<file path="config.mk">
export PLATFORM = sky130hd
export DESIGN_NAME = scroll_address_register_unit
export DESIGN_NICKNAME = d
export VERILOG_FILES = /design/src/sar_pkg.sv /design/src/scroll_address_register_unit.sv
export SDC_FILE = /design/constraint.sdc
export NUM_CORES = 1
export LEC_CHECK = 0
export BUFFER_PORTS_ARGS = -buffer_cell sky130_fd_sc_hd__clkbuf_2
export CAP_MARGIN = 15
export CORE_ASPECT_RATIO = 2
export CORE_MARGIN = 2
export CORE_UTILIZATION = 43
export DETAILED_ROUTE_END_ITERATION = 8
export PLACE_DENSITY = 0.75
export SETUP_SLACK_MARGIN = 0.02
export SLEW_MARGIN = 20
export SYNTH_ARGS = -nofsm -noshare
export SYNTH_HDL_FRONTEND = slang
export SYNTH_SLANG_ARGS = --single-unit
</file>
<file path="constraint.sdc">
create_clock -name i_clk -period 2.7 [get_ports i_clk]
set_input_delay 0 -clock i_clk [delete_from_list [all_inputs] [get_ports i_clk]]
set_output_delay 0 -clock i_clk [all_outputs]
set_load 0.005 [all_outputs]
</file>
<file path="src/sar_pkg.sv">
// shared types and constants for the scroll address register unit
`default_nettype none

package sar_pkg;

    localparam int unsigned ADDR_W   = 16;
    localparam int unsigned ACCESS_W = 14;
    localparam int unsigned FINE_W   = 3;
    localparam int unsigned COARSE_W = 5;
    localparam int unsigned MODE_W   = 4;
    localparam int unsigned DATA_W   = 8;

    localparam logic [COARSE_W-1:0] COARSE_X_LAST   = 5'd31;
    localparam logic [COARSE_W-1:0] COARSE_Y_LAST   = 5'd29;
    localparam logic [COARSE_W-1:0] COARSE_Y_SPILL  = 5'd31;
    localparam logic [FINE_W-1:0]   FINE_Y_LAST     = 3'd7;
    localparam logic [ADDR_W-1:0]   STEP_ROW        = 16'd32;
    localparam logic [ADDR_W-1:0]   STEP_ONE        = 16'd1;

    typedef enum logic [MODE_W-1:0] {
        MODE_CTRL_WR   = 4'd0,
        MODE_MASK_WR   = 4'd1,
        MODE_SCROLL_WR = 4'd2,
        MODE_ADDR_WR   = 4'd3,
        MODE_DATA_WR   = 4'd4,
        MODE_DATA_RD   = 4'd5,
        MODE_STATUS_RD = 4'd6,
        MODE_INC_X     = 4'd7,
        MODE_INC_Y     = 4'd8,
        MODE_COPY_X    = 4'd9,
        MODE_COPY_Y    = 4'd10
    } t_mode;

endpackage

`default_nettype wire

</file>
<file path="src/scroll_address_register_unit.sv">
// top level of the scroll address register unit
`default_nettype none

// Takes one beat per cycle while o_stall is low and returns one result beat
// per input beat: each beat is held in the input register, then the field
// update of the address, scroll and toggle registers loads the result
// register. The state registers change only when a result loads, so the
// next beat always sees the state left by the one before it. A stall on
// the result side holds the result register and, when the input register
// is also full, stalls the input side in the same cycle.
module scroll_address_register_unit (
    input  wire logic                             i_clk,
    input  wire logic                             i_rst_n,
    input  wire logic                             i_valid,
    output logic                                  o_stall,
    input  wire logic [sar_pkg::MODE_W-1:0]       i_mode,
    input  wire logic [sar_pkg::DATA_W-1:0]       i_data,
    output logic                                  o_valid,
    input  wire logic                             i_stall,
    output logic [sar_pkg::ADDR_W-1:0]            o_current_address,
    output logic [sar_pkg::ADDR_W-1:0]            o_temp_address,
    output logic [sar_pkg::FINE_W-1:0]            o_fine_scroll_x,
    output logic                                  o_toggle,
    output logic                                  o_access_valid,
    output logic                                  o_access_write,
    output logic [sar_pkg::ACCESS_W-1:0]          o_access_address
);

    logic                          r_in_valid;
    sar_pkg::t_mode                r_mode;
    logic [sar_pkg::DATA_W-1:0]    r_data;
    logic                          r_out_valid;

    logic [sar_pkg::ADDR_W-1:0]    r_cur;
    logic [sar_pkg::ADDR_W-1:0]    r_tmp;
    logic [sar_pkg::FINE_W-1:0]    r_fine_x;
    logic                          r_toggle;
    logic                          r_inc32;
    logic                          r_render;
    logic                          r_acc_valid;
    logic                          r_acc_write;
    logic [sar_pkg::ACCESS_W-1:0]  r_acc_addr;

    logic [sar_pkg::ADDR_W-1:0]    n_cur;
    logic [sar_pkg::ADDR_W-1:0]    n_tmp;
    logic [sar_pkg::FINE_W-1:0]    n_fine_x;
    logic                          n_toggle;
    logic                          n_inc32;
    logic                          n_render;
    logic                          n_acc_valid;
    logic                          n_acc_write;

    logic                          out_free;
    logic                          process;
    logic [sar_pkg::COARSE_W-1:0]  tile_col;
    logic [sar_pkg::COARSE_W-1:0]  tile_row;
    logic [sar_pkg::FINE_W-1:0]    fine_y;

    assign out_free = !r_out_valid || !i_stall;
    assign process  = r_in_valid && out_free;
    assign o_stall  = r_in_valid && !out_free;

    assign tile_col = r_cur[4:0];
    assign tile_row = r_cur[9:5];
    assign fine_y   = r_cur[14:12];

    always_comb begin
        n_cur       = r_cur;
        n_tmp       = r_tmp;
        n_fine_x    = r_fine_x;
        n_toggle    = r_toggle;
        n_inc32     = r_inc32;
        n_render    = r_render;
        n_acc_valid = 1'b0;
        n_acc_write = 1'b0;
        case (r_mode)
            sar_pkg::MODE_CTRL_WR: begin
                n_inc32       = r_data[2];
                n_tmp[11:10]  = r_data[1:0];
            end
            sar_pkg::MODE_MASK_WR: begin
                n_render = r_data[3] || r_data[4];
            end
            sar_pkg::MODE_SCROLL_WR: begin
                if (!r_toggle) begin
                    n_fine_x   = r_data[2:0];
                    n_tmp[4:0] = r_data[7:3];
                end else begin
                    n_tmp[14:12] = r_data[2:0];
                    n_tmp[9:5]   = r_data[7:3];
                end
                n_toggle = !r_toggle;
            end
            sar_pkg::MODE_ADDR_WR: begin
                if (!r_toggle) begin
                    n_tmp = {2'b00, r_data[5:0], r_tmp[7:0]};
                end else begin
                    n_tmp = {r_tmp[15:8], r_data};
                    n_cur = {r_tmp[15:8], r_data};
                end
                n_toggle = !r_toggle;
            end
            sar_pkg::MODE_DATA_WR, sar_pkg::MODE_DATA_RD: begin
                n_acc_valid = 1'b1;
                n_acc_write = (r_mode == sar_pkg::MODE_DATA_WR);
                n_cur = r_cur + (r_inc32 ? sar_pkg::STEP_ROW : sar_pkg::STEP_ONE);
            end
            sar_pkg::MODE_STATUS_RD: begin
                n_toggle = 1'b0;
            end
            sar_pkg::MODE_INC_X: begin
                if (r_render) begin
                    if (tile_col == sar_pkg::COARSE_X_LAST) begin
                        n_cur[4:0] = '0;
                        n_cur[10]  = !r_cur[10];
                    end else begin
                        n_cur[4:0] = tile_col + 5'd1;
                    end
                end
            end
            sar_pkg::MODE_INC_Y: begin
                if (r_render) begin
                    if (fine_y != sar_pkg::FINE_Y_LAST) begin
                        n_cur[14:12] = fine_y + 3'd1;
                    end else begin
                        n_cur[14:12] = '0;
                        if (tile_row == sar_pkg::COARSE_Y_LAST) begin
                            n_cur[9:5] = '0;
                            n_cur[11]  = !r_cur[11];
                        end else if (tile_row == sar_pkg::COARSE_Y_SPILL) begin
                            n_cur[9:5] = '0;
                        end else begin
                            n_cur[9:5] = tile_row + 5'd1;
                        end
                    end
                end
            end
            sar_pkg::MODE_COPY_X: begin
                if (r_render) begin
                    n_cur[10]  = r_tmp[10];
                    n_cur[4:0] = r_tmp[4:0];
                end
            end
            sar_pkg::MODE_COPY_Y: begin
                if (r_render) begin
                    n_cur[14:11] = r_tmp[14:11];
                    n_cur[9:5]   = r_tmp[9:5];
                end
            end
            default: begin
            end
        endcase
    end

    // input register
    always_ff @(posedge i_clk) begin
        if (!i_rst_n) begin
            r_in_valid <= 1'b0;
        end else if (!o_stall) begin
            r_in_valid <= i_valid;
        end
        if (!o_stall && i_valid) begin
            r_mode <= sar_pkg::t_mode'(i_mode);
            r_data <= i_data;
        end
    end

    // state and result registers
    always_ff @(posedge i_clk) begin
        if (!i_rst_n) begin
            r_out_valid <= 1'b0;
            r_cur       <= '0;
            r_tmp       <= '0;
            r_fine_x    <= '0;
            r_toggle    <= 1'b0;
            r_inc32     <= 1'b0;
            r_render    <= 1'b0;
        end else begin
            if (out_free) begin
                r_out_valid <= r_in_valid;
            end
            if (process) begin
                r_cur    <= n_cur;
                r_tmp    <= n_tmp;
                r_fine_x <= n_fine_x;
                r_toggle <= n_toggle;
                r_inc32  <= n_inc32;
                r_render <= n_render;
            end
        end
        if (process) begin
            r_acc_valid <= n_acc_valid;
            r_acc_write <= n_acc_write;
            r_acc_addr  <= n_acc_valid ? r_cur[sar_pkg::ACCESS_W-1:0] : '0;
        end
    end

    assign o_valid           = r_out_valid;
    assign o_current_address = r_cur;
    assign o_temp_address    = r_tmp;
    assign o_fine_scroll_x   = r_fine_x;
    assign o_toggle          = r_toggle;
    assign o_access_valid    = r_acc_valid;
    assign o_access_write    = r_acc_write;
    assign o_access_address  = r_acc_addr;

    // status read leaves the toggle cleared
    a_status_clears: assert property (@(posedge i_clk) disable iff (!i_rst_n)
        process && r_mode == sar_pkg::MODE_STATUS_RD |=> !r_toggle)
        else $error("toggle not cleared by status read");

    // render events leave the current address alone while rendering is off
    a_render_off: assert property (@(posedge i_clk) disable iff (!i_rst_n)
        process && !r_render && (r_mode == sar_pkg::MODE_INC_X ||
        r_mode == sar_pkg::MODE_INC_Y || r_mode == sar_pkg::MODE_COPY_X ||
        r_mode == sar_pkg::MODE_COPY_Y) |=> $stable(r_cur))
        else $error("current address moved with rendering off");

    // a data access reports the address before its increment
    a_access_addr: assert property (@(posedge i_clk) disable iff (!i_rst_n)
        process && (r_mode == sar_pkg::MODE_DATA_WR || r_mode == sar_pkg::MODE_DATA_RD)
        |=> r_acc_valid && r_acc_addr == $past(r_cur[sar_pkg::ACCESS_W-1:0]))
        else $error("access address mismatch");

    // the input side never stalls while the result register can load
    a_no_false_stall: assert property (@(posedge i_clk) disable iff (!i_rst_n)
        !r_out_valid |-> !o_stall)
        else $error("stall with empty result register");

endmodule

`default_nettype wire

</file>
==> impl_metrics.env, run 1 <==
export IMPL_cp_slowest_stage_delay_ns=0.54
export IMPL_fin_crit_sh_pct=85.2
export IMPL_switching_power_mw=0.575
export IMPL_hold_depth=2
export IMPL_synth_async_reset_ratio_pct=0
export IMPL_use_met3_pct=5.06
export IMPL_ys_flop_type="dfxtp_1"
export IMPL_endpoint_kind="register"
export IMPL_max_cap_viol_count=0
export IMPL_setup_violations=0
export IMPL_io_buffers=68
export IMPL_combPwrFrac_pct=8.2
export IMPL_synth_cells=397
export IMPL_p_seq_share_pct=42.9
export IMPL_setup_slack_ns=0.399
export IMPL_num_vias=3544
export IMPL_wl_per_cell_um=18.7
export IMPL_clockBufferDepth=2
export IMPL_path_clk_slew_ns=0.05
export IMPL_min_from="i_rst_n"
export IMPL_powerDensity_mw_per_mm2=571
export IMPL_grt_pass1_wl_um=16800
export IMPL_cp_required_ns=2.95
export IMPL_hold_path_class="input port to register"
export IMPL_numClockSinks=67
export IMPL_cts_inserted_buffers=9
export IMPL_antenna_cells=0
export IMPL_hold_end="o_current_address[10]"
export IMPL_yosys_warnings=0
export IMPL_cp_data_arrival_time_ns=2.55
export IMPL_finalHoldViolCount=0
export IMPL_p_leak_nw=1.85
export IMPL_peakVddDrop_mv=0.547
export IMPL_internal_power_mw=2.03
export IMPL_grt_max_degree=29
export IMPL_row_count=48
export IMPL_clkPwrFrac_pct=48.9
export IMPL_synth_enable_flop_cells=28
export IMPL_h_tree_depth=3
export IMPL_path_cells="or3b_4 > inv_2 > buf_4 > o31a_1 > nand2_1 > o32ai_1"
export IMPL_initial_core_util_pct=43.5
export IMPL_crit_path_max_fanout=28
export IMPL_reg2reg_slack_ns=0.40
export IMPL_pre_cts_ws_ns=0.465
export IMPL_cp_buffers_inverters=2
export IMPL_r2r_start="r_mode[1]"
export IMPL_p_sw_share_pct=22.0
export IMPL_drt_iter0_drc=224
export IMPL_grt_util_met2_pct=42.8
export IMPL_die_width_um=69.7
export IMPL_drc=0
export IMPL_syn_nets=423
export IMPL_die_h_um=135
export IMPL_fmax_ghz=0.435
export IMPL_r2r_cells=6
export IMPL_pin_count=70
export IMPL_grt_busiest_layer="met2"
export IMPL_fin_nets=497
export IMPL_area_growth_pct=23.1
export IMPL_grt_pass1_vias=3344
export IMPL_fin_skew_ns=0.00438
export IMPL_dp_hpwl_um=7860
export IMPL_clockRootBuffer="clkbuf_16"
export IMPL_rr_endpoint="o_current_address[6]"
export IMPL_drv_slew=0
export IMPL_synth_distinct_cells=72
export IMPL_grt_total_usage_pct=23.0
export IMPL_die_area_mm2=0.00943
export IMPL_cts_tree="built"
export IMPL_clk_latency_ns=0.34
export IMPL_wirelength_um=10800
export IMPL_ys_seq_area_share_pct=43.7
export IMPL_critPathTopFamily="simple AND/OR/NAND/NOR gates"
export IMPL_cp_startpoint="r_mode[1]"
export IMPL_cts_setup_buffers=0
export IMPL_outcome="completed"
export IMPL_antenna_found_initial=0
export IMPL_postCtsResizedCells=0
export IMPL_drive_above_1_share_pct=21.6
export IMPL_rsz0062_at_grt="no"
export IMPL_postSynthAreaPerCell_um2=9.34
export IMPL_netlist_area_mm2=0.00371
export IMPL_finalCriticalPeriod_ns=2.30
export IMPL_drtPass1Iterations=5
export IMPL_place_congestion=0.913
export IMPL_fin_setup_tns_ns=0
export IMPL_overflow=0
export IMPL_detail_route_vias_per_cell=6.15
export IMPL_worst_slew_pin_slew_ns=0.829
export IMPL_grtUsageMet1_pct=22.2
export IMPL_ant_nets=0
export IMPL_ys_ff_latch=67
export IMPL_worst_slew_margin_rel_pct=44.7
export IMPL_slowest_stage="or3b_4"
export IMPL_start_kind="register"
export IMPL_critical_path_class="register to register"
export IMPL_coreArea_mm2=0.00853
[metrics by stage]
stage | power [mW] | utilization [%] | hold WS (ns) | cell area, um2 | instances
after floorplan | 1.26 | - | 0.0989 | 3710 | 397
after global placement | 1.33 | 48.1 | 0.176 | 4100 | 546
after detailed placement | 1.33 | 48.1 | 0.179 | 4100 | 546
after CTS | 2.61 | 53.5 | 0.168 | 4560 | 576
after global routing | 2.68 | 53.5 | 0.204 | 4560 | 576
final | 2.61 | 53.5 | 0.190 | 4560 | 576
[timing repair]
action	CTS	global route
hold endpoints to repair	14	0
hold buffers	14	0
setup endpoints to repair	0	0
[power groups by stage]
| stage | clock, mW | combinational, mW | sequential, mW |
|---|---|---|---|
| after floorplan | 0 | 0.130 | 1.13 |
| after global placement | 0 | 0.189 | 1.14 |
| after detailed placement | 0 | 0.193 | 1.14 |
| after CTS | 1.29 | 0.210 | 1.12 |
| after global routing | 1.33 | 0.231 | 1.12 |
| final | 1.28 | 0.213 | 1.12 |
[synthesized netlist by cell type (4+ instances only)]
cell,instances,area [um2]
nor2_1,40,150
dfxtp_1,39,781
nand2_1,30,113
edfxtp_1,28,841
o21ai_0,18,90.1
a21oi_1,15,75.1
and2_1,15,93.8
nor3_1,14,70.1
clkbuf_1,13,48.8
buf_2,10,50.1
ha_1,10,125
nand3_1,10,50.1
a211oi_1,9,67.6
and3_1,9,56.3
a22oi_1,8,60.1
inv_1,8,30.0
a311oi_1,7,61.3
nand4_1,6,37.5
o22ai_1,6,37.5
a22o_1,5,43.8
buf_4,4,30.0
nand2b_1,4,25.0
nor2b_1,4,25.0
nor4_1,4,25.0
o211ai_1,4,30.0
o21a_1,4,30.0
o31ai_1,4,30.0
[worst max-delay path by stage]
stage,end,slack [ns],cells past startpoint
floorplan,o_fine_scroll_x[0],0.82,7
global placement,o_current_address[10],0.51,6
detailed placement,o_current_address[6],0.46,6
CTS,o_current_address[6],0.43,6
global route,o_current_address[7],0.31,6
finish,o_current_address[6],0.40,6
[cells in the final DEF, fill, tap and decap left out, types with 4 or more instances in the layout]
cell and count:
a211oi_1 9, a21oi_1 15, a22o_1 5, a22oi_1 8, a311oi_1 7, and2_1 15
and3_1 9, buf_4 11, clkbuf_16 9, clkbuf_2 68, dfxtp_1 39, dlygate4sd3_1 14
edfxtp_1 28, ha_1 10, inv_1 8, nand2_1 30, nand2b_1 4, nand3_1 10
nand4_1 6, nor2_1 40, nor2b_1 4, nor3_1 14, nor4_1 4, o211ai_1 4
o21a_1 4, o21ai_0 18, o22ai_1 6, o31ai_1 4
[cell families after synthesis]
| family | Yosys count | synth area share [%] |
|---|---|---|
| AND/OR/NAND/NOR | 154 | 22.2 |
| AO/OA/AOI/OAI | 118 | 23.5 |
| flip-flops | 67 | 43.7 |
| buffers and inverters | 39 | 5.10 |
| adder cells (fa/ha/maj) | 10 | 3.37 |
| XOR/XNOR | 5 | 1.18 |
| multiplexers | 3 | 0.810 |
| other | 1 | 0.101 |
[sequential cells by signal, summed over array words and instances (netlist names), 3 cells and up]
name / flops
o_current_address: 16
o_fine_scroll_x: 3
o_access_address: 14
o_temp_address: 15
r_mode: 4
r_data: 8
[metal layers]
metal,share of wire (%),routed length (um)
met2,55,5930
met1,34,3670
met3,5.4,578
met4,5.8,622
met5,0,0
[area by class of cell]
cell class | count | area, um2
clock buffer | 14 | 264
clock inverter | 2 | 60.1
fill | 788 | 3960
inverter | 9 | 33.8
multi-input combinational | 291 | 1900
sequential | 67 | 1620
tap | 100 | 125
timing repair buffer | 93 | 563
Note: power is estimated with default switching activity, not from simulation.
==> run 2, diff against run 1 <==
Clock period 2.7 ns to 2.15 ns, I/O delays scaled along.
==> run 2 against run 1 <==
  * Critical path depth is 1 higher
  * Global-route usage rose by 0.47 points
  * Clock-buffer cell count decreased by 3
==> impl_metrics.env, run 2 (synthesis gave the netlist of run 1 again) <==
export IMPL_cp_required_ns=2.36
export IMPL_wirelength_um=11000
export IMPL_pre_cts_ws_ns=0.140
export IMPL_finalHoldViolCount=0
export IMPL_holdWs_ns=0.127
export IMPL_cts_tree="built"
export IMPL_drtPass1Iterations=5
export IMPL_drc=0
export IMPL_ant_nets=0
export IMPL_row_count=48
export IMPL_dp_hpwl_um=8450
export IMPL_grt_pass1_vias=3505
export IMPL_drv_slew=0
export IMPL_grt_total_usage_pct=23.4
export IMPL_setup_violations=0
export IMPL_clockRootBuffer="clkbuf_16"
export IMPL_h_tree_depth=3
export IMPL_outcome="completed"
export IMPL_mostFrequentLayoutCells="clkbuf_2, nor2_1, dfxtp_1"
export IMPL_setup_slack_ns=0.170
export IMPL_antenna_found_initial=0
export IMPL_critical_path_class="register to register"
export IMPL_fmax_ghz=0.505
export IMPL_seq_area_mm2=0.00162
export IMPL_dp_cells=572
export IMPL_cts_inserted_buffers=9
export IMPL_die_width_um=69.7
export IMPL_fin_skew_ns=0.00322
export IMPL_final_common_cell="clkbuf_2"
export IMPL_numClockSinks=67
export IMPL_reg2reg_slack_ns=0.17
export IMPL_start_kind="register"
export IMPL_critPathTopFamily="compound AO/OA/AOI/OAI gates"
export IMPL_num_vias=3609
export IMPL_io_buffers=68
export IMPL_switching_power_mw=0.736
export IMPL_dr_wl_met3_um=464
export IMPL_clkPwrFrac_pct=47.7
export IMPL_crit_path_max_fanout=14
export IMPL_die_area_mm2=0.00943
export IMPL_die_h_um=135
export IMPL_fin_crit_sh_pct=92.1
export IMPL_fin_cells=603
export IMPL_power_total_mw=3.24
export IMPL_rsz0062_at_grt="no"
export IMPL_wl_met2_um=6250
export IMPL_fin_nets=524
export IMPL_endpoint_kind="register"
export IMPL_antenna_cells=0
export IMPL_powerDensity_mw_per_mm2=681
export IMPL_fillers=798
export IMPL_drive_above_1_share_pct=26.0
export IMPL_p_leak_nw=1.98
export IMPL_overflow=0
export IMPL_finalCriticalPeriod_ns=1.98
export IMPL_place_congestion=0.922
export IMPL_cp_buffers_inverters=3
export IMPL_path_cells="or3b_4 > inv_2 > buf_4 > buf_4 > a221o_1 > a21boi_0 > o22ai_1"
export IMPL_internal_power_mw=2.50
export IMPL_cp_data_arrival_time_ns=2.20
export IMPL_met1Wirelength_um=3730
export IMPL_multi_input_area_mm2=0.00190
export IMPL_combPwrFrac_pct=9.0
export IMPL_grt_pass1_wl_um=17200
export IMPL_pin_count=70
export IMPL_topRoutingLayerUsed="met4"
export IMPL_area_growth_pct=28.3
export IMPL_clockBufferDepth=2
export IMPL_slowest_stage="edfxtp_1"
export IMPL_grt_max_degree=26
export IMPL_drt_iter0_drc=254
export IMPL_path_clk_slew_ns=0.05
export IMPL_p_sw_share_pct=22.7
export IMPL_wl_per_cell_um=18.3
export IMPL_path_common_cell="buf_4"
export IMPL_largest_register_ffs=16
export IMPL_worst_slew_pin_slew_ns=0.845
export IMPL_coreArea_mm2=0.00853
export IMPL_peakVddDrop_mv=0.610
export IMPL_hold_path_class="input port to register"
export IMPL_fin_setup_tns_ns=0
export IMPL_cp_slowest_stage_delay_ns=0.50
export IMPL_worst_slew_margin_rel_pct=43.6
export IMPL_initial_core_util_pct=43.5
export IMPL_detail_route_vias_per_cell=5.99
export IMPL_clk_latency_ns=0.34
export IMPL_p_seq_share_pct=43.3
export IMPL_max_cap_viol_count=0
-- run 2: cell count changes in the layout (fill, tap and decap cells not counted) --
cell,delta
clkinv_2,+1
clkbuf_8,-2
clkbuf_1,-1
ha_2,+1
buf_4,+27
clkinv_1,+1
clkinv_4,+1
ha_1,-1
-- run 2: what timing repair did --
item	CTS	global route
gates resized for setup	0	1
setup buffers	0	1
endpoints found under the hold margin	14	0
endpoints found under the setup margin	0	4
hold buffers	14	0
-- run 2: metal layers --
metal,GRT usage (%),vias to the layer above
met5,0,-
met4,15.4,0
met3,3.87,46
met2,45.2,133
met1,22.1,1722
li1,-,1708
-- run 2: worst min-delay path: cells and delay by family --
kind / cells / cell delay (ns)
AOI/OAI and AO/OA: 1 / 0.12
buffers and inverters: 2 / 0.29
-- run 2: metrics by stage --
step	cell area, um2	utilization [%]
after global routing	4760	55.8
after floorplan	3710	-
after global placement	4300	50.4
after detailed placement	4300	50.4
final	4760	55.8
after CTS	4750	55.6
-- run 2: path summary, 6_finish.rpt --
kind	start	endpoint	cells past startpoint
worst max-delay path	r_mode[2]	o_current_address[3]	7
worst min-delay path	i_rst_n	o_current_address[10]	3
worst min register to register	r_in_valid	o_valid	2
worst max register to register	r_mode[2]	o_current_address[3]	7
-- run 2: cell type report --
type                            instances  area share [%]
Clock buffer                           11            4.89
Clock inverter                          5            1.63
Inverter                                9           0.710
Multi-Input combinational cell        291            39.9
Sequential cell                        67            34.1
Tap cell                              100            2.63
Timing Repair Buffer                  120            16.1
-- run 2: power by group through the flow --
stage / combinational [mW] / clock, mW / sequential [mW]
2_1_floorplan: 0.163 / 0 / 1.42
3_3_place_gp: 0.264 / 0 / 1.43
3_5_place_dp: 0.267 / 0 / 1.43
4_1_cts: 0.288 / 1.56 / 1.40
5_1_grt: 0.317 / 1.61 / 1.41
6_report: 0.292 / 1.54 / 1.40
